$ cat src/rtl/xru_pkg.sv
// ----------------------------------------------------------------------------
// x86 rotate unit package
// operation and width codes, pipeline widths and the structs that travel
// between the pipeline stages
// ----------------------------------------------------------------------------
`default_nettype none

package xru_pkg;

  localparam logic [2:0] OP_ROL  = 3'd0;
  localparam logic [2:0] OP_ROR  = 3'd1;
  localparam logic [2:0] OP_RCL  = 3'd2;
  localparam logic [2:0] OP_RCR  = 3'd3;
  localparam logic [2:0] OP_RORX = 3'd4;

  localparam logic [1:0] WC_8  = 2'd0;
  localparam logic [1:0] WC_16 = 2'd1;
  localparam logic [1:0] WC_32 = 2'd2;
  localparam logic [1:0] WC_64 = 2'd3;

  localparam logic [5:0] CNT_MASK_64 = 6'h3F;
  localparam logic [5:0] CNT_MASK_32 = 6'h1F;

  // ring holds the operand plus the carry slot, doubled for the rotate
  localparam int RING_W = 65;
  localparam int DBL_W  = 2 * RING_W;
  localparam int CRS_W  = RING_W + 7;

  typedef struct packed {
    logic [2:0] op;
    logic [1:0] wc;
    logic       cin;
    logic       oin;
    logic       tc_zero;
    logic       tc_one;
  } ctl_t;

  typedef struct packed {
    ctl_t             ctl;
    logic [6:0]       shamt;
    logic [DBL_W-1:0] ring2;
  } dec_t;

  typedef struct packed {
    ctl_t             ctl;
    logic [2:0]       fine;
    logic [CRS_W-1:0] part;
  } crs_t;

  typedef struct packed {
    ctl_t              ctl;
    logic [RING_W-1:0] rot;
  } rot_t;

endpackage

`default_nettype wire

$ cat src/rtl/xru_decode.sv
// ----------------------------------------------------------------------------
// x86 rotate unit decode stage
// reduces the count, works out the right-shift amount on the doubled ring
// and builds the ring of operand and carry
// ----------------------------------------------------------------------------
`default_nettype none

module xru_decode (
  input  wire logic          clk,
  input  wire logic          rst,
  input  wire logic          req_valid,
  output logic               req_ready,
  input  wire logic [2:0]    req_type,
  input  wire logic [1:0]    width_code,
  input  wire logic [63:0]   operand_value,
  input  wire logic [7:0]    rotate_count,
  input  wire logic          carry_in,
  input  wire logic          overflow_in,
  output logic               dec_vld,
  input  wire logic          dec_rdy,
  output xru_pkg::dec_t      dec
);

  function automatic logic [3:0] mod_nine(input logic [4:0] v);
    logic [4:0] r;
    if (v >= 5'd27) begin
      r = v - 5'd27;
    end else if (v >= 5'd18) begin
      r = v - 5'd18;
    end else if (v >= 5'd9) begin
      r = v - 5'd9;
    end else begin
      r = v;
    end
    return r[3:0];
  endfunction

  logic [5:0]                   masked;
  logic [4:0]                   mod17;
  logic                         is_rc;
  logic                         is_left;
  logic                         known;
  logic [5:0]                   tc;
  logic [6:0]                   n;
  logic [xru_pkg::RING_W-1:0]   ring;
  xru_pkg::dec_t                dec_next;

  assign req_ready = !dec_vld || dec_rdy;

  always_comb begin
    masked  = rotate_count[5:0] &
              ((width_code == xru_pkg::WC_64) ? xru_pkg::CNT_MASK_64 : xru_pkg::CNT_MASK_32);
    mod17   = (masked[4:0] >= 5'd17) ? (masked[4:0] - 5'd17) : masked[4:0];
    is_rc   = (req_type == xru_pkg::OP_RCL) || (req_type == xru_pkg::OP_RCR);
    is_left = (req_type == xru_pkg::OP_ROL) || (req_type == xru_pkg::OP_RCL);
    known   = (req_type <= xru_pkg::OP_RORX);

    unique case (width_code)
      xru_pkg::WC_8: begin
        tc   = is_rc ? {2'b00, mod_nine(masked[4:0])} : {3'b000, masked[2:0]};
        ring = xru_pkg::RING_W'({carry_in & is_rc, operand_value[7:0]});
      end
      xru_pkg::WC_16: begin
        tc   = is_rc ? {1'b0, mod17} : {2'b00, masked[3:0]};
        ring = xru_pkg::RING_W'({carry_in & is_rc, operand_value[15:0]});
      end
      xru_pkg::WC_32: begin
        tc   = {1'b0, masked[4:0]};
        ring = xru_pkg::RING_W'({carry_in & is_rc, operand_value[31:0]});
      end
      default: begin
        tc   = masked;
        ring = {carry_in & is_rc, operand_value};
      end
    endcase

    if (!known) begin
      tc = 6'd0;
    end

    n = (7'd8 << width_code) + {6'b0, is_rc};

    dec_next.ctl.op      = req_type;
    dec_next.ctl.wc      = width_code;
    dec_next.ctl.cin     = carry_in;
    dec_next.ctl.oin     = overflow_in;
    dec_next.ctl.tc_zero = (tc == 6'd0);
    dec_next.ctl.tc_one  = (tc == 6'd1);
    dec_next.shamt       = is_left ? (n - {1'b0, tc}) : {1'b0, tc};

    unique case (width_code)
      xru_pkg::WC_8: begin
        dec_next.ring2 = is_rc ? xru_pkg::DBL_W'({ring[8:0], ring[8:0]})
                               : xru_pkg::DBL_W'({ring[7:0], ring[7:0]});
      end
      xru_pkg::WC_16: begin
        dec_next.ring2 = is_rc ? xru_pkg::DBL_W'({ring[16:0], ring[16:0]})
                               : xru_pkg::DBL_W'({ring[15:0], ring[15:0]});
      end
      xru_pkg::WC_32: begin
        dec_next.ring2 = is_rc ? xru_pkg::DBL_W'({ring[32:0], ring[32:0]})
                               : xru_pkg::DBL_W'({ring[31:0], ring[31:0]});
      end
      default: begin
        dec_next.ring2 = is_rc ? {ring[64:0], ring[64:0]}
                               : xru_pkg::DBL_W'({ring[63:0], ring[63:0]});
      end
    endcase
  end

  always_ff @(posedge clk) begin
    if (rst) begin
      dec_vld <= 1'b0;
    end else if (req_ready) begin
      dec_vld <= req_valid;
    end
  end

  always_ff @(posedge clk) begin
    if (req_ready && req_valid) begin
      dec <= dec_next;
    end
  end

endmodule

`default_nettype wire

$ cat src/rtl/xru_shift.sv
// ----------------------------------------------------------------------------
// x86 rotate unit shifter
// two register stages: a coarse right shift in steps of eight bits, then a
// fine right shift of up to seven bits on the doubled ring
// ----------------------------------------------------------------------------
`default_nettype none

module xru_shift (
  input  wire logic          clk,
  input  wire logic          rst,
  input  wire logic          dec_vld,
  output logic               dec_rdy,
  input  wire xru_pkg::dec_t dec,
  output logic               rot_vld,
  input  wire logic          rot_rdy,
  output xru_pkg::rot_t      rot
);

  logic          crs_vld;
  logic          crs_rdy;
  xru_pkg::crs_t crs;
  xru_pkg::crs_t crs_next;
  xru_pkg::rot_t rot_next;

  assign crs_rdy = !rot_vld || rot_rdy;
  assign dec_rdy = !crs_vld || crs_rdy;

  always_comb begin
    crs_next.ctl  = dec.ctl;
    crs_next.fine = dec.shamt[2:0];
    crs_next.part = xru_pkg::CRS_W'(dec.ring2 >> {dec.shamt[6:3], 3'b000});
  end

  always_comb begin
    rot_next.ctl = crs.ctl;
    rot_next.rot = xru_pkg::RING_W'(crs.part >> crs.fine);
  end

  always_ff @(posedge clk) begin
    if (rst) begin
      crs_vld <= 1'b0;
      rot_vld <= 1'b0;
    end else begin
      if (dec_rdy) begin
        crs_vld <= dec_vld;
      end
      if (crs_rdy) begin
        rot_vld <= crs_vld;
      end
    end
  end

  always_ff @(posedge clk) begin
    if (dec_rdy && dec_vld) begin
      crs <= crs_next;
    end
    if (crs_rdy && crs_vld) begin
      rot <= rot_next;
    end
  end

endmodule

`default_nettype wire

$ cat src/rtl/xru_flags.sv
// ----------------------------------------------------------------------------
// x86 rotate unit flag stage
// trims the rotated ring to the operand width, forms CF and OF and holds
// the result in the output register
// ----------------------------------------------------------------------------
`default_nettype none

module xru_flags (
  input  wire logic          clk,
  input  wire logic          rst,
  input  wire logic          rot_vld,
  output logic               rot_rdy,
  input  wire xru_pkg::rot_t rot,
  output logic               res_valid,
  input  wire logic          res_ready,
  output logic [63:0]        result_value,
  output logic               carry_out,
  output logic               overflow_out,
  output logic               overflow_undefined
);

  logic [63:0] value_next;
  logic        msb;
  logic        msb2;
  logic        rc_carry;
  logic        cf_next;
  logic        of_next;
  logic        und_next;

  assign rot_rdy = !res_valid || res_ready;

  always_comb begin
    unique case (rot.ctl.wc)
      xru_pkg::WC_8: begin
        value_next = {56'b0, rot.rot[7:0]};
        msb        = rot.rot[7];
        msb2       = rot.rot[6];
        rc_carry   = rot.rot[8];
      end
      xru_pkg::WC_16: begin
        value_next = {48'b0, rot.rot[15:0]};
        msb        = rot.rot[15];
        msb2       = rot.rot[14];
        rc_carry   = rot.rot[16];
      end
      xru_pkg::WC_32: begin
        value_next = {32'b0, rot.rot[31:0]};
        msb        = rot.rot[31];
        msb2       = rot.rot[30];
        rc_carry   = rot.rot[32];
      end
      default: begin
        value_next = rot.rot[63:0];
        msb        = rot.rot[63];
        msb2       = rot.rot[62];
        rc_carry   = rot.rot[64];
      end
    endcase

    cf_next  = rot.ctl.cin;
    of_next  = rot.ctl.oin;
    und_next = 1'b0;

    if (!rot.ctl.tc_zero && (rot.ctl.op != xru_pkg::OP_RORX)) begin
      unique case (rot.ctl.op)
        xru_pkg::OP_ROL: cf_next = value_next[0];
        xru_pkg::OP_ROR: cf_next = msb;
        default:         cf_next = rc_carry;
      endcase
      if (rot.ctl.tc_one) begin
        if ((rot.ctl.op == xru_pkg::OP_ROL) || (rot.ctl.op == xru_pkg::OP_RCL)) begin
          of_next = msb ^ cf_next;
        end else begin
          of_next = msb ^ msb2;
        end
      end else begin
        of_next  = 1'b0;
        und_next = 1'b1;
      end
    end
  end

  always_ff @(posedge clk) begin
    if (rst) begin
      res_valid <= 1'b0;
    end else if (rot_rdy) begin
      res_valid <= rot_vld;
    end
  end

  always_ff @(posedge clk) begin
    if (rot_rdy && rot_vld) begin
      result_value       <= value_next;
      carry_out          <= cf_next;
      overflow_out       <= of_next;
      overflow_undefined <= und_next;
    end
  end

endmodule

`default_nettype wire

$ cat src/rtl/x86_rotate_unit_core.sv
// ----------------------------------------------------------------------------
// x86 rotate unit core
// ROL, ROR, RCL, RCR and RORX on 8, 16, 32 or 64 bit operands
//
// channel   handshake              payload
// request   req_valid, req_ready   req_type, width_code, operand_value,
//                                  rotate_count, carry_in, overflow_in
// result    res_valid, res_ready   result_value, carry_out, overflow_out,
//                                  overflow_undefined
//
// one request per cycle while res_ready is high
// four register stages: decode, coarse shift, fine shift, flags
// reset clears the stage valid bits only
// res_ready low holds the output register, empty stages behind it still fill
// req_ready falls only once every stage holds a request
// ----------------------------------------------------------------------------
`default_nettype none

module x86_rotate_unit_core (
  input  wire logic        clk,
  input  wire logic        rst,
  input  wire logic        req_valid,
  output logic             req_ready,
  input  wire logic [2:0]  req_type,
  input  wire logic [1:0]  width_code,
  input  wire logic [63:0] operand_value,
  input  wire logic [7:0]  rotate_count,
  input  wire logic        carry_in,
  input  wire logic        overflow_in,
  output logic             res_valid,
  input  wire logic        res_ready,
  output logic [63:0]      result_value,
  output logic             carry_out,
  output logic             overflow_out,
  output logic             overflow_undefined
);

  logic          dec_vld;
  logic          dec_rdy;
  xru_pkg::dec_t dec;
  logic          rot_vld;
  logic          rot_rdy;
  xru_pkg::rot_t rot;

  xru_decode u_decode (
    .clk           (clk),
    .rst           (rst),
    .req_valid     (req_valid),
    .req_ready     (req_ready),
    .req_type      (req_type),
    .width_code    (width_code),
    .operand_value (operand_value),
    .rotate_count  (rotate_count),
    .carry_in      (carry_in),
    .overflow_in   (overflow_in),
    .dec_vld       (dec_vld),
    .dec_rdy       (dec_rdy),
    .dec           (dec)
  );

  xru_shift u_shift (
    .clk     (clk),
    .rst     (rst),
    .dec_vld (dec_vld),
    .dec_rdy (dec_rdy),
    .dec     (dec),
    .rot_vld (rot_vld),
    .rot_rdy (rot_rdy),
    .rot     (rot)
  );

  xru_flags u_flags (
    .clk                (clk),
    .rst                (rst),
    .rot_vld            (rot_vld),
    .rot_rdy            (rot_rdy),
    .rot                (rot),
    .res_valid          (res_valid),
    .res_ready          (res_ready),
    .result_value       (result_value),
    .carry_out          (carry_out),
    .overflow_out       (overflow_out),
    .overflow_undefined (overflow_undefined)
  );

endmodule

`default_nettype wire

$ cat config.mk
export PLATFORM = sky130hd
export DESIGN_NAME = x86_rotate_unit_core
export DESIGN_NICKNAME = d
export VERILOG_FILES = /design/src/rtl/xru_pkg.sv /design/src/rtl/xru_decode.sv /design/src/rtl/xru_shift.sv /design/src/rtl/xru_flags.sv /design/src/rtl/x86_rotate_unit_core.sv
export SDC_FILE = /design/constraint.sdc
export NUM_CORES = 1
export LEC_CHECK = 0
export ABC_CLOCK_PERIOD_IN_PS = 25000
export BUFFER_PORTS_ARGS = -buffer_cell sky130_fd_sc_hd__clkbuf_2
export CORE_UTILIZATION = 40
export CTS_BUF_LIST = sky130_fd_sc_hd__clkbuf_16
export CTS_CLUSTER_DIAMETER = 80
export DETAILED_ROUTE_END_ITERATION = 8
export SLEW_MARGIN = 20
export SYNTH_ARGS = -nofsm -noshare
export SYNTH_HDL_FRONTEND = slang
export SYNTH_SLANG_ARGS = --single-unit
$ cat constraint.sdc
create_clock -name clk -period 25 [get_ports clk]
set_clock_uncertainty 0.2 [all_clocks]
set_input_delay 1.25 -clock clk [delete_from_list [all_inputs] [get_ports clk]]
set_output_delay 1.25 -clock clk [all_outputs]
set_load 0.01 [all_outputs]
==> flow_metrics.py, run 1 <==
metrics = {
    "cells_and_area": {
        "finalNetCount": 1925,
        "area_growth_pct": 12.1,
        "drive_gt1_share_pct": 21.6,
        "fillers": 4765,
        "multiInputGateArea_um2": 9070,
        "final_cell_mix": "edfxtp_1 (371), nand2_1 (240), mux2i_1 (168)",
        "fin_area_um2": 23500,
        "final_common_cell": "edfxtp_1",
        "ff_latch_area_um2": 11200,
        "antenna_cells": 0,
    },
    "clock_network": {
        "cts_buffers": 42,
        "cts_sinks": 375,
        "clock-root-buffer": "clkbuf_16",
        "clockBufferDepth": 3,
        "clk_latency_ns": 0.58,
        "cts_tree": "yes",
        "cts_resized": 0,
        "htree_levels": 2,
        "post_cts_buffers": 0,
        "clkTransAtPathRegs_ns": 0.05,
        "hold_buffers": 0,
    },
    "synth": {
        "netlist_area_um2": 21000,
        "async_flop_share_pct": 0,
        "syn_inst": 1755,
        "yosysSeqAreaShare_pct": 53.5,
        "synth_edf_count": 371,
        "avgSynthCellArea_um2": 11.9,
        "yosys_warnings": 0,
        "ys_ff_latch": 375,
        "synth.distinct_cells": 74,
        "syn_nets": 1851,
        "ys.flop_type": "edfxtp_1",
    },
    "worst_setup_path": {
        "critPathTopFamily": "simple AND/OR/NAND/NOR gates",
        "crit_slowest_cell": "buf_4",
        "worst_setup_path_start_kind": "input port",
        "ff2ff_path_depth": 6,
        "cp_max_fo": 48,
        "crit_cells": 17,
        "reg2reg_to": "u_shift.crs[30]",
        "crit_path_max_incr_delay_ns": 0.55,
        "crit_end": "u_decode.dec[135]",
        "critical_path_buf_inv_count": 5,
        "crit_start": "req_type[2]",
        "crit_chain": "clkbuf_2 -> and2b_2 -> inv_1 -> buf_4 -> o221ai_2 -> and3_1 -> or4_4 -> inv_1 -> ha_1 -> inv_1 -> ha_1 -> ha_1 -> a31oi_1 -> xor2_1 -> nor2_1 -> a31oi_1 -> o21ai_0",
        "crit_path_end_kind": "register",
        "required_ns": 25.11,
        "worstReg2RegStart": "u_decode.dec[134]",
        "worstPathArrival_ns": 4.67,
        "r2r_slack_ns": 21.17,
        "critical_path_class": "input port to register",
    },
    "sta": {
        "rsz0062_at_grt": "false",
        "slew_viol_final": 0,
        "fin_setup_tns_ns": 0,
        "fmax_ghz": 0.219,
        "period_share_pct": 18.2,
        "max_slew_margin_pct": 28.2,
        "tightest_slew_ns": 1.07,
        "hold_viol_final": 0,
        "finalCriticalPeriod_ns": 4.56,
        "finalSetupViolCount": 0,
    },
    "power": {
        "report.power.total_mw": 1.63,
        "ir_worst_vdd_mv": 0.0461,
        "p_per_area_nw_per_um2": 69.5,
        "p_leak_nw": 9.01,
    },
    "detailed_routing": {
        "wire_per_inst_um": 21.7,
        "ant_nets": 0,
        "vias": 14400,
        "drt-vias-per-instance": 5.65,
        "drc": 0,
        "drt-pass1-iter-count": 5,
        "drt-total-wl_mm": 55.0,
        "drt_iter0_drc": 1409,
    },
    "floorplan": {
        "num_io_pins": 152,
        "dieArea_um2": 53300,
        "row_count": 83,
        "initial_utilization_pct": 40.7,
        "fp.dieH_um": 231,
        "core_um2": 51500,
        "die_x_um": 231,
    },
    "global_routing": {
        "grt_pass1_vias": 13300,
        "grt_antenna_before_repair": 0,
        "grt_max_degree": 89,
        "grt_util_all_layers_pct": 20.5,
        "grt_overflow_total": 0,
        "grt_pass1_wl_mm": 82.9,
    },
    "run": {
        "drv_cap": 0,
    },
    "place": {
        "gp_congestion": 0.856,
        "place_area_um2": 22100,
        "hpwl_mm": 39.3,
        "io_buffers": 149,
    },
    "status": {
        "outcome": "complete, no violations",
    },
    "min_path": {
        "hold_path.class": "register to register",
        "hp-start": "u_decode.dec[131]",
    },
}
## registers in the layout, indices dropped and copies added (netlist names)
name / count
u_flags.carry_out: 1
u_flags.overflow_out: 1
u_shift.crs_vld: 1
u_shift.crs: 84
u_flags.result_value: 64
u_decode.dec_vld: 1
u_flags.overflow_undefined: 1
u_shift.rot: 74
u_decode.dec: 146
u_flags.res_valid: 1
u_shift.rot_vld: 1
## report_power, final
| group | total (mW) | internal [mW] | switching, mW | leakage, nW |
|---|---|---|---|---|
| Clock | 0.603 | 0.349 | 0.254 | 0.683 |
| Combinational | 0.272 | 0.103 | 0.169 | 4.68 |
| Sequential | 0.758 | 0.735 | 0.0227 | 3.65 |
| Total | 1.63 | 1.19 | 0.445 | 9.01 |
## Yosys cell counts (3+ instances only)
| cell | n | area (µm²) |
|---|---|---|
| nor2b_1 | 31 | 194 |
| mux4_2 | 68 | 1530 |
| a211oi_1 | 37 | 278 |
| a21oi_1 | 122 | 611 |
| o211ai_1 | 13 | 97.6 |
| o21bai_1 | 4 | 30.0 |
| nor2_1 | 101 | 379 |
| nand2b_1 | 3 | 18.8 |
| inv_1 | 17 | 63.8 |
| dfxtp_1 | 4 | 80.1 |
| o211a_1 | 21 | 210 |
| buf_2 | 34 | 170 |
| a22oi_1 | 9 | 67.6 |
| clkbuf_1 | 91 | 342 |
| o21a_1 | 5 | 37.5 |
| a311oi_1 | 9 | 78.8 |
| and2b_1 | 3 | 22.5 |
| nand2_1 | 241 | 905 |
| o21ai_0 | 96 | 480 |
| ha_1 | 13 | 163 |
| a31oi_1 | 9 | 56.3 |
| a211o_1 | 7 | 61.3 |
| nand4_1 | 3 | 18.8 |
| mux2i_1 | 168 | 1680 |
| buf_6 | 7 | 78.8 |
| and2_1 | 49 | 307 |
| nor3_1 | 14 | 70.1 |
| buf_1 | 12 | 45.0 |
| and3_1 | 35 | 219 |
| xor2_1 | 3 | 26.3 |
| edfxtp_1 | 371 | 11100 |
| a21o_1 | 3 | 22.5 |
| mux2_2 | 74 | 833 |
| nand3_1 | 6 | 30.0 |
| o22ai_1 | 25 | 156 |
## kinds of logic (layout without fill, tap and decap cells)
family                   Yosys count  after routing  share of synthesized area (%)
multiplexers                     310            310                           19.3
flip-flops                       375            375                           53.5
buffers and inverters            163            268                           3.37
adder cells (fa/ha/maj)           13             13                          0.776
AO/OA/AOI/OAI                    387            387                           11.6
XOR/XNOR                           4              4                          0.167
AND/OR/NAND/NOR                  503            503                           11.2
## metal layers
| layer | wire length [µm] | track usage, % | vias to the layer above |
|---|---|---|---|
| met5 | 0 | 0 | - |
| met4 | 1220 | 5.73 | 0 |
| met3 | 3500 | 2.88 | 77 |
| met2 | 23700 | 29.9 | 556 |
| met1 | 26600 | 31.4 | 6901 |
| li1 | - | - | 6816 |
## cell type report
type                       count  share of cell area [%]
clock buffer                  42                    4.47
clock inverter                33                    1.30
inverter                      19                   0.303
multi-input combinational   1217                    38.6
sequential                   375                    47.7
tap                          680                    3.62
timing repair buffer         174                    3.97
## worst min path at each step
stage / to / slack, ns / cells after the start
floorplan: u_flags.result_value[1] / 0.20 / 0
global placement: u_shift.rot[67] / 0.20 / 0
detailed placement: u_shift.rot[66] / 0.20 / 0
CTS: u_shift.crs[73] / 0.19 / 0
global route: u_shift.crs[73] / 0.20 / 0
finish: u_shift.crs[73] / 0.20 / 0
## per-stage QoR
step | std cells | setup slack [ns] | hold slack (ns) | utilization (%)
after CTS | 2540 | 20.44 | 0.191 | 45.6
final | 2540 | 20.44 | 0.204 | 45.6
after detailed placement | 2465 | 19.82 | 0.205 | 43.0
after global placement | 2465 | 19.86 | 0.204 | 43.0
after floorplan | 1755 | 15.51 | 0.200 | -
after global routing | 2540 | 20.24 | 0.203 | 45.6
Note: power is estimated with default switching activity, not from simulation.
==> run 2, diff against run 1 <==
--- a/config.mk
+++ b/config.mk
@@ -5,7 +5,7 @@
 export SDC_FILE = /design/constraint.sdc
 export NUM_CORES = 1
 export LEC_CHECK = 0
-export ABC_CLOCK_PERIOD_IN_PS = 25000
+export ABC_CLOCK_PERIOD_IN_PS = 4100
 export BUFFER_PORTS_ARGS = -buffer_cell sky130_fd_sc_hd__clkbuf_2
 export CORE_UTILIZATION = 40
 export CTS_BUF_LIST = sky130_fd_sc_hd__clkbuf_16
==> constraint.sdc (replaced) <==
create_clock -name clk -period 4.1 [get_ports clk]
set_clock_uncertainty 0.2 [all_clocks]
set_input_delay 0.205 -clock clk [delete_from_list [all_inputs] [get_ports clk]]
set_output_delay 0.205 -clock clk [all_outputs]
set_load 0.01 [all_outputs]
==> flow_metrics.py, run 2 (synthesized netlist as in run 1, its figures left out) <==
metrics = {
    "worst_setup_path": {
        "worstPathArrival_ns": 3.61,
        "cp_max_fo": 12,
        "worstReg2RegStart": "u_decode.dec[134]",
        "crit_slowest_cell": "dlygate4sd3_1",
        "crit_chain": "dlygate4sd3_1 -> clkbuf_2 -> and2b_2 -> inv_1 -> o221ai_2 -> and3_1 -> or4_4 -> inv_1 -> ha_1 -> inv_1 -> ha_1 -> ha_1 -> a31oi_1 -> xor2_1 -> nor2_1 -> a31oi_1 -> o21ai_0",
        "critical_path_class": "input port to register",
        "critical_path_buf_inv_count": 5,
        "crit_path_end_kind": "register",
        "crit_path_max_incr_delay_ns": 0.52,
        "worst_setup_path_start_kind": "input port",
        "critPathTopFamily": "buffers and inverters",
        "crit_start": "req_type[2]",
        "required_ns": 4.20,
    },
    "cells_and_area": {
        "max_flop_register": "u_decode.dec",
        "area_growth_pct": 17.5,
        "drive_gt1_share_pct": 21.4,
        "final_common_cell": "edfxtp_1",
        "multiInputGateArea_um2": 9070,
        "largest_register_ffs": 146,
        "final_cell_mix": "edfxtp_1 (371), nand2_1 (240), mux2i_1 (168)",
        "ff_latch_area_um2": 11200,
        "instances_no_fill": 2645,
        "antenna_cells": 0,
        "largest_registers": "u_decode.dec: 146 flops, u_shift.crs: 84 flops, u_shift.rot: 74 flops",
        "fillers": 4704,
        "finalNetCount": 2034,
    },
    "detailed_routing": {
        "vias": 14700,
        "wire_per_inst_um": 21.1,
        "drt-pass1-iter-count": 5,
        "drc": 0,
        "drt-total-wl_mm": 55.8,
        "drt_iter0_drc": 1477,
        "ant_nets": 0,
        "drt-vias-per-instance": 5.56,
    },
    "clock_network": {
        "htree_levels": 2,
        "clkTransAtPathRegs_ns": 0.06,
        "clock-root-buffer": "clkbuf_16",
        "cts_resized": 0,
        "clk_latency_ns": 0.57,
        "post_cts_buffers": 0,
        "cts_tree": "yes",
        "cts_buffers": 41,
        "clockBufferDepth": 3,
        "hold_buffers": 88,
        "cts_sinks": 375,
    },
    "global_routing": {
        "grt_max_degree": 109,
        "grt_pass1_wl_mm": 84.8,
        "grt_antenna_before_repair": 0,
        "grt_pass1_vias": 13800,
        "grt_util_all_layers_pct": 20.7,
        "grt_overflow_total": 0,
    },
    "sta": {
        "finalCriticalPeriod_ns": 3.52,
        "max_slew_margin_pct": 32.5,
        "tightest_slew_ns": 1.01,
        "hold_viol_final": 0,
        "fmax_ghz": 0.284,
        "rsz0062_at_grt": "false",
        "finalSetupViolCount": 0,
        "slew_viol_final": 0,
        "period_share_pct": 85.8,
    },
    "min_path": {
        "hold_path.class": "input port to register",
        "hp-start": "overflow_in",
    },
    "power": {
        "p_per_area_nw_per_um2": 408,
        "report.power.total_mw": 10.0,
        "p_leak_nw": 9.52,
        "ir_worst_vdd_mv": 0.253,
    },
    "run": {
        "drv_cap": 0,
    },
    "floorplan": {
        "initial_utilization_pct": 40.7,
        "row_count": 83,
        "fp.dieH_um": 231,
        "dieArea_um2": 53300,
        "core_um2": 51500,
        "die_x_um": 231,
        "num_io_pins": 152,
    },
    "place": {
        "gp_congestion": 0.908,
        "hpwl_mm": 40.7,
        "io_buffers": 149,
        "dp.cells": 2487,
    },
    "status": {
        "outcome": "complete, no violations",
    },
}
## run 2: path summary, 6_finish.rpt
| check | end | slack [ns] | depth (start not counted) |
|---|---|---|---|
| hold / removal | u_decode.dec[139] | 0.15 | 2 |
| setup reg to reg | u_shift.crs[30] | 0.99 | 5 |
| setup / recovery | u_decode.dec[135] | 0.58 | 17 |
| hold reg to reg | u_shift.crs[82] | 0.20 | 0 |
## run 2: metal layers
layer | vias up | GRT usage, % | routed length (µm)
met5 | - | 0 | 0
met4 | 0 | 5.96 | 1350
met3 | 75 | 3.63 | 3580
met2 | 570 | 30.8 | 24300
met1 | 7064 | 30.9 | 26600
li1 | 7007 | - | -
## run 2: cell type report
type,count,area share (%)
clock inverter,28,1.16
tap,680,3.46
timing repair buffer,284,8.40
multi-input combinational,1217,36.8
clock buffer,42,4.27
inverter,19,0.295
sequential,375,45.6
## run 2: power by group
part           switching, mW  internal [mW]
clock network           1.49           2.18
registers              0.159           4.48
logic                   1.03          0.710
total                   2.67           7.37
## run 2: per-stage QoR
step                setup TNS [ns]  utilization [%]  hold slack [ns]  worst slack, ns  cell area, µm²
global route                     0             47.8            0.155            0.305           24600
CTS                              0             47.8            0.104            0.558           24600
floorplan                   -53.87                -           0.0741           -0.648           21000
finish                           0             47.8            0.148            0.584           24600
detailed placement               0             43.5            0.190            0.305           22400
global placement                 0             43.5            0.194            0.298           22400
## run 2: worst reg2reg max path, cell delays in order, from the launching register on
cell      delay (ns)
edfxtp_1        1.01
buf_4           0.50
mux2i_1         0.19
a211oi_1        0.39
a21oi_1         0.08
o21ai_0         0.48
==> run 3, diff against run 2 <==
--- a/config.mk
+++ b/config.mk
@@ -5,6 +5,7 @@
 export SDC_FILE = /design/constraint.sdc
 export NUM_CORES = 1
 export LEC_CHECK = 0
+export ABC_AREA = 1
 export ABC_CLOCK_PERIOD_IN_PS = 4100
 export BUFFER_PORTS_ARGS = -buffer_cell sky130_fd_sc_hd__clkbuf_2
 export CORE_UTILIZATION = 40
==> flow_metrics.py, run 3 <==
metrics = {
    "status": {
        "outcome": "complete, no violations",
    },
    "clock_network": {
        "htree_levels": 2,
        "clk_latency_ns": 0.57,
        "cts_tree": "yes",
        "cts_sinks": 375,
        "cts_buffers": 40,
        "clock-root-buffer": "clkbuf_16",
        "clkTransAtPathRegs_ns": 0.06,
        "clockBufferDepth": 3,
    },
    "detailed_routing": {
        "vias": 17600,
        "drt-total-wl_mm": 58.9,
        "ant_nets": 0,
        "drt-pass1-iter-count": 5,
        "drt_iter0_drc": 1930,
        "wire_per_inst_um": 17.8,
        "drt-vias-per-instance": 5.31,
        "drc": 0,
    },
    "worst_setup_path": {
        "critical_path_class": "input port to register",
        "cp_max_fo": 99,
        "crit_path_end_kind": "register",
        "worstPathArrival_ns": 3.12,
        "worst_setup_path_start_kind": "input port",
        "required_ns": 4.20,
    },
    "synth": {
        "synth_common_cells": "nand2_1 (750), edfxtp_1 (371), o21ai_0 (344), nand3_1 (204), inv_1 (170)",
        "synthMuxAreaShare_pct": 1.83,
        "synth_compound_area_share_pct": 14.3,
        "synth_area_leaders": "edfxtp_1 (54%), nand2_1 (14%), o21ai_0 (8.3%)",
        "yosysSeqAreaShare_pct": 54.1,
        "yosys_warnings": 0,
        "synth_edf_count": 371,
        "yosysMostFrequentCell": "nand2_1",
        "synth_top_family_by_area": "simple AND/OR/NAND/NOR gates",
        "synth-simple-area-share_pct": 22.2,
        "async_flop_share_pct": 0,
        "ys_ff_latch": 375,
        "synthAdderAreaFrac_pct": 0.784,
        "syn_nets": 2540,
        "synth_top_area_cell": "edfxtp_1",
        "avgSynthCellArea_um2": 8.49,
        "synth-xor-area-share_pct": 0.0844,
        "ys.flop_type": "edfxtp_1",
        "synth.distinct_cells": 45,
        "synth.top_cell.area_share_pct": 53.7,
        "netlist_area_um2": 20800,
        "syn_inst": 2444,
    },
    "global_routing": {
        "grt_max_degree": 125,
        "gr-max-usage-layer": "met2",
        "grt_use_met1_pct": 31.8,
        "grt_antenna_before_repair": 1,
        "grt_pass1_vias": 16000,
        "grt_util_all_layers_pct": 22.0,
        "met2_usage_pct": 32.7,
        "grt_pass1_wl_mm": 90.7,
        "grt_overflow_total": 0,
        "use_met3_pct": 3.78,
    },
    "sta": {
        "finalCriticalPeriod_ns": 3.03,
        "max_slew_margin_pct": 33.4,
        "fin_setup_tns_ns": 0,
        "hold_viol_final": 0,
        "period_share_pct": 73.8,
        "slew_viol_final": 0,
        "rsz0062_at_grt": "false",
        "tightest_slew_ns": 0.999,
        "finalSetupViolCount": 0,
        "fmax_ghz": 0.331,
        "layout_setup_ws_ns": 1.07,
    },
    "place": {
        "gp_congestion": 0.922,
        "pre_cts_ws_ns": 0.824,
        "hpwl_mm": 43.1,
        "dp.cells": 3149,
        "io_buffers": 149,
    },
    "power": {
        "p_leak_nw": 9.95,
        "p_sw_mw": 2.72,
        "clockPowerShare_pct": 34.5,
        "switching_share_pct": 28.4,
        "p_per_area_nw_per_um2": 398,
        "intPower_mw": 6.86,
        "ir_worst_vdd_mv": 0.261,
        "power_frac_seq_pct": 48.3,
        "comb_power_share_pct": 17.2,
    },
    "floorplan": {
        "initial_utilization_pct": 40.5,
        "fp.dieH_um": 230,
        "die_x_um": 230,
        "row_count": 83,
        "num_io_pins": 152,
        "core_um2": 51300,
        "dieArea_um2": 52800,
    },
    "cells_and_area": {
        "largest_register_ffs": 146,
        "instances_no_fill": 3304,
        "final_common_cell": "nand2_1",
        "area_growth_pct": 15.9,
        "finalNetCount": 2692,
        "largest_registers": "u_decode.dec: 146 flops, u_shift.crs: 84 flops, u_shift.rot: 74 flops",
        "final_cell_mix": "nand2_1 (750), edfxtp_1 (371), o21ai_0 (344)",
        "drive_gt1_share_pct": 11.4,
        "max_flop_register": "u_decode.dec",
    },
    "run": {
        "drv_cap": 0,
    },
    "min_path": {
        "hold_path.class": "input port to register",
    },
}
[run 3: layout make-up]
class | instances | area [µm²]
diodes | 2 | 5.00
clock buffers | 40 | 1000
clock inverters | 28 | 179
fillers | 4995 | 27200
inverters | 188 | 711
multi-input cells | 1718 | 8160
flip-flops and latches | 375 | 11200
well taps | 680 | 851
repair buffers | 273 | 1930
[run 3: metal layers]
layer,vias up,part of all wire (%)
met5,-,0
met4,0,3.5
met3,105,7.2
met2,716,43
met1,8065,46
li1,8669,-
[run 3: metrics by stage]
step / power (mW) / cell area, µm² / util (%) / hold WS, ns
floorplan: 5.73 / 20800 / - / 0.0741
global placement: 6.24 / 22000 / 42.9 / 0.191
detailed placement: 6.26 / 22000 / 42.9 / 0.187
CTS: 9.63 / 24000 / 46.9 / 0.0205
global route: 9.98 / 24100 / 46.9 / 0.0796
finish: 9.58 / 24100 / 46.9 / 0.0399
[run 3: what timing repair did]
action                    CTS  global route
hold buffers               85             0
resized for setup           0             0
setup buffers               0             0
hold endpoints to repair  133             0
[run 3: cell families (layout without fill, tap and decap cells)]
| family | Yosys count | in the layout |
|---|---|---|
| other | 0 | 2 |
| xor gates and xnor gates | 2 | 2 |
| buffers and inverters | 351 | 529 |
| AOI/OAI and AO/OA | 537 | 537 |
| and+or+nand+nor | 1128 | 1128 |
| muxes | 38 | 38 |
| adders and majority gates | 13 | 13 |
| DFF | 375 | 375 |
[run 3: worst max-delay path, cell delays in order]
cell and delay, ns:
dlygate4sd3_1 0.54, clkbuf_2 0.16, nor2_4 0.19, buf_4 0.72, o211ai_1 0.22, nand2_1 0.13, nand2_2 0.09, ha_1 0.23
ha_1 0.19, or2_2 0.27, nand3_1 0.06, o21ai_0 0.07
[run 3: path summary, 6_finish.rpt]
path / depth (start not counted) / slack, ns / to / from
worst min-delay path: 3 / 0.04 / u_decode.dec[29] / req_valid
worst min register to register: 0 / 0.22 / u_shift.rot[68] / u_shift.crs[78]
worst max-delay path: 12 / 1.07 / u_decode.dec[133] / req_type[2]
worst max register to register: 7 / 1.25 / u_shift.crs[6] / u_decode.dec[134]
[run 3: power by group through the flow]
| stage | logic, mW | registers [mW] | clock network, mW |
|---|---|---|---|
| global placement | 1.54 | 4.70 | 0 |
| floorplan | 1.09 | 4.64 | 0 |
| global route | 1.84 | 4.64 | 3.50 |
| CTS | 1.63 | 4.62 | 3.38 |
| detailed placement | 1.56 | 4.70 | 0 |
| finish | 1.65 | 4.63 | 3.30 |
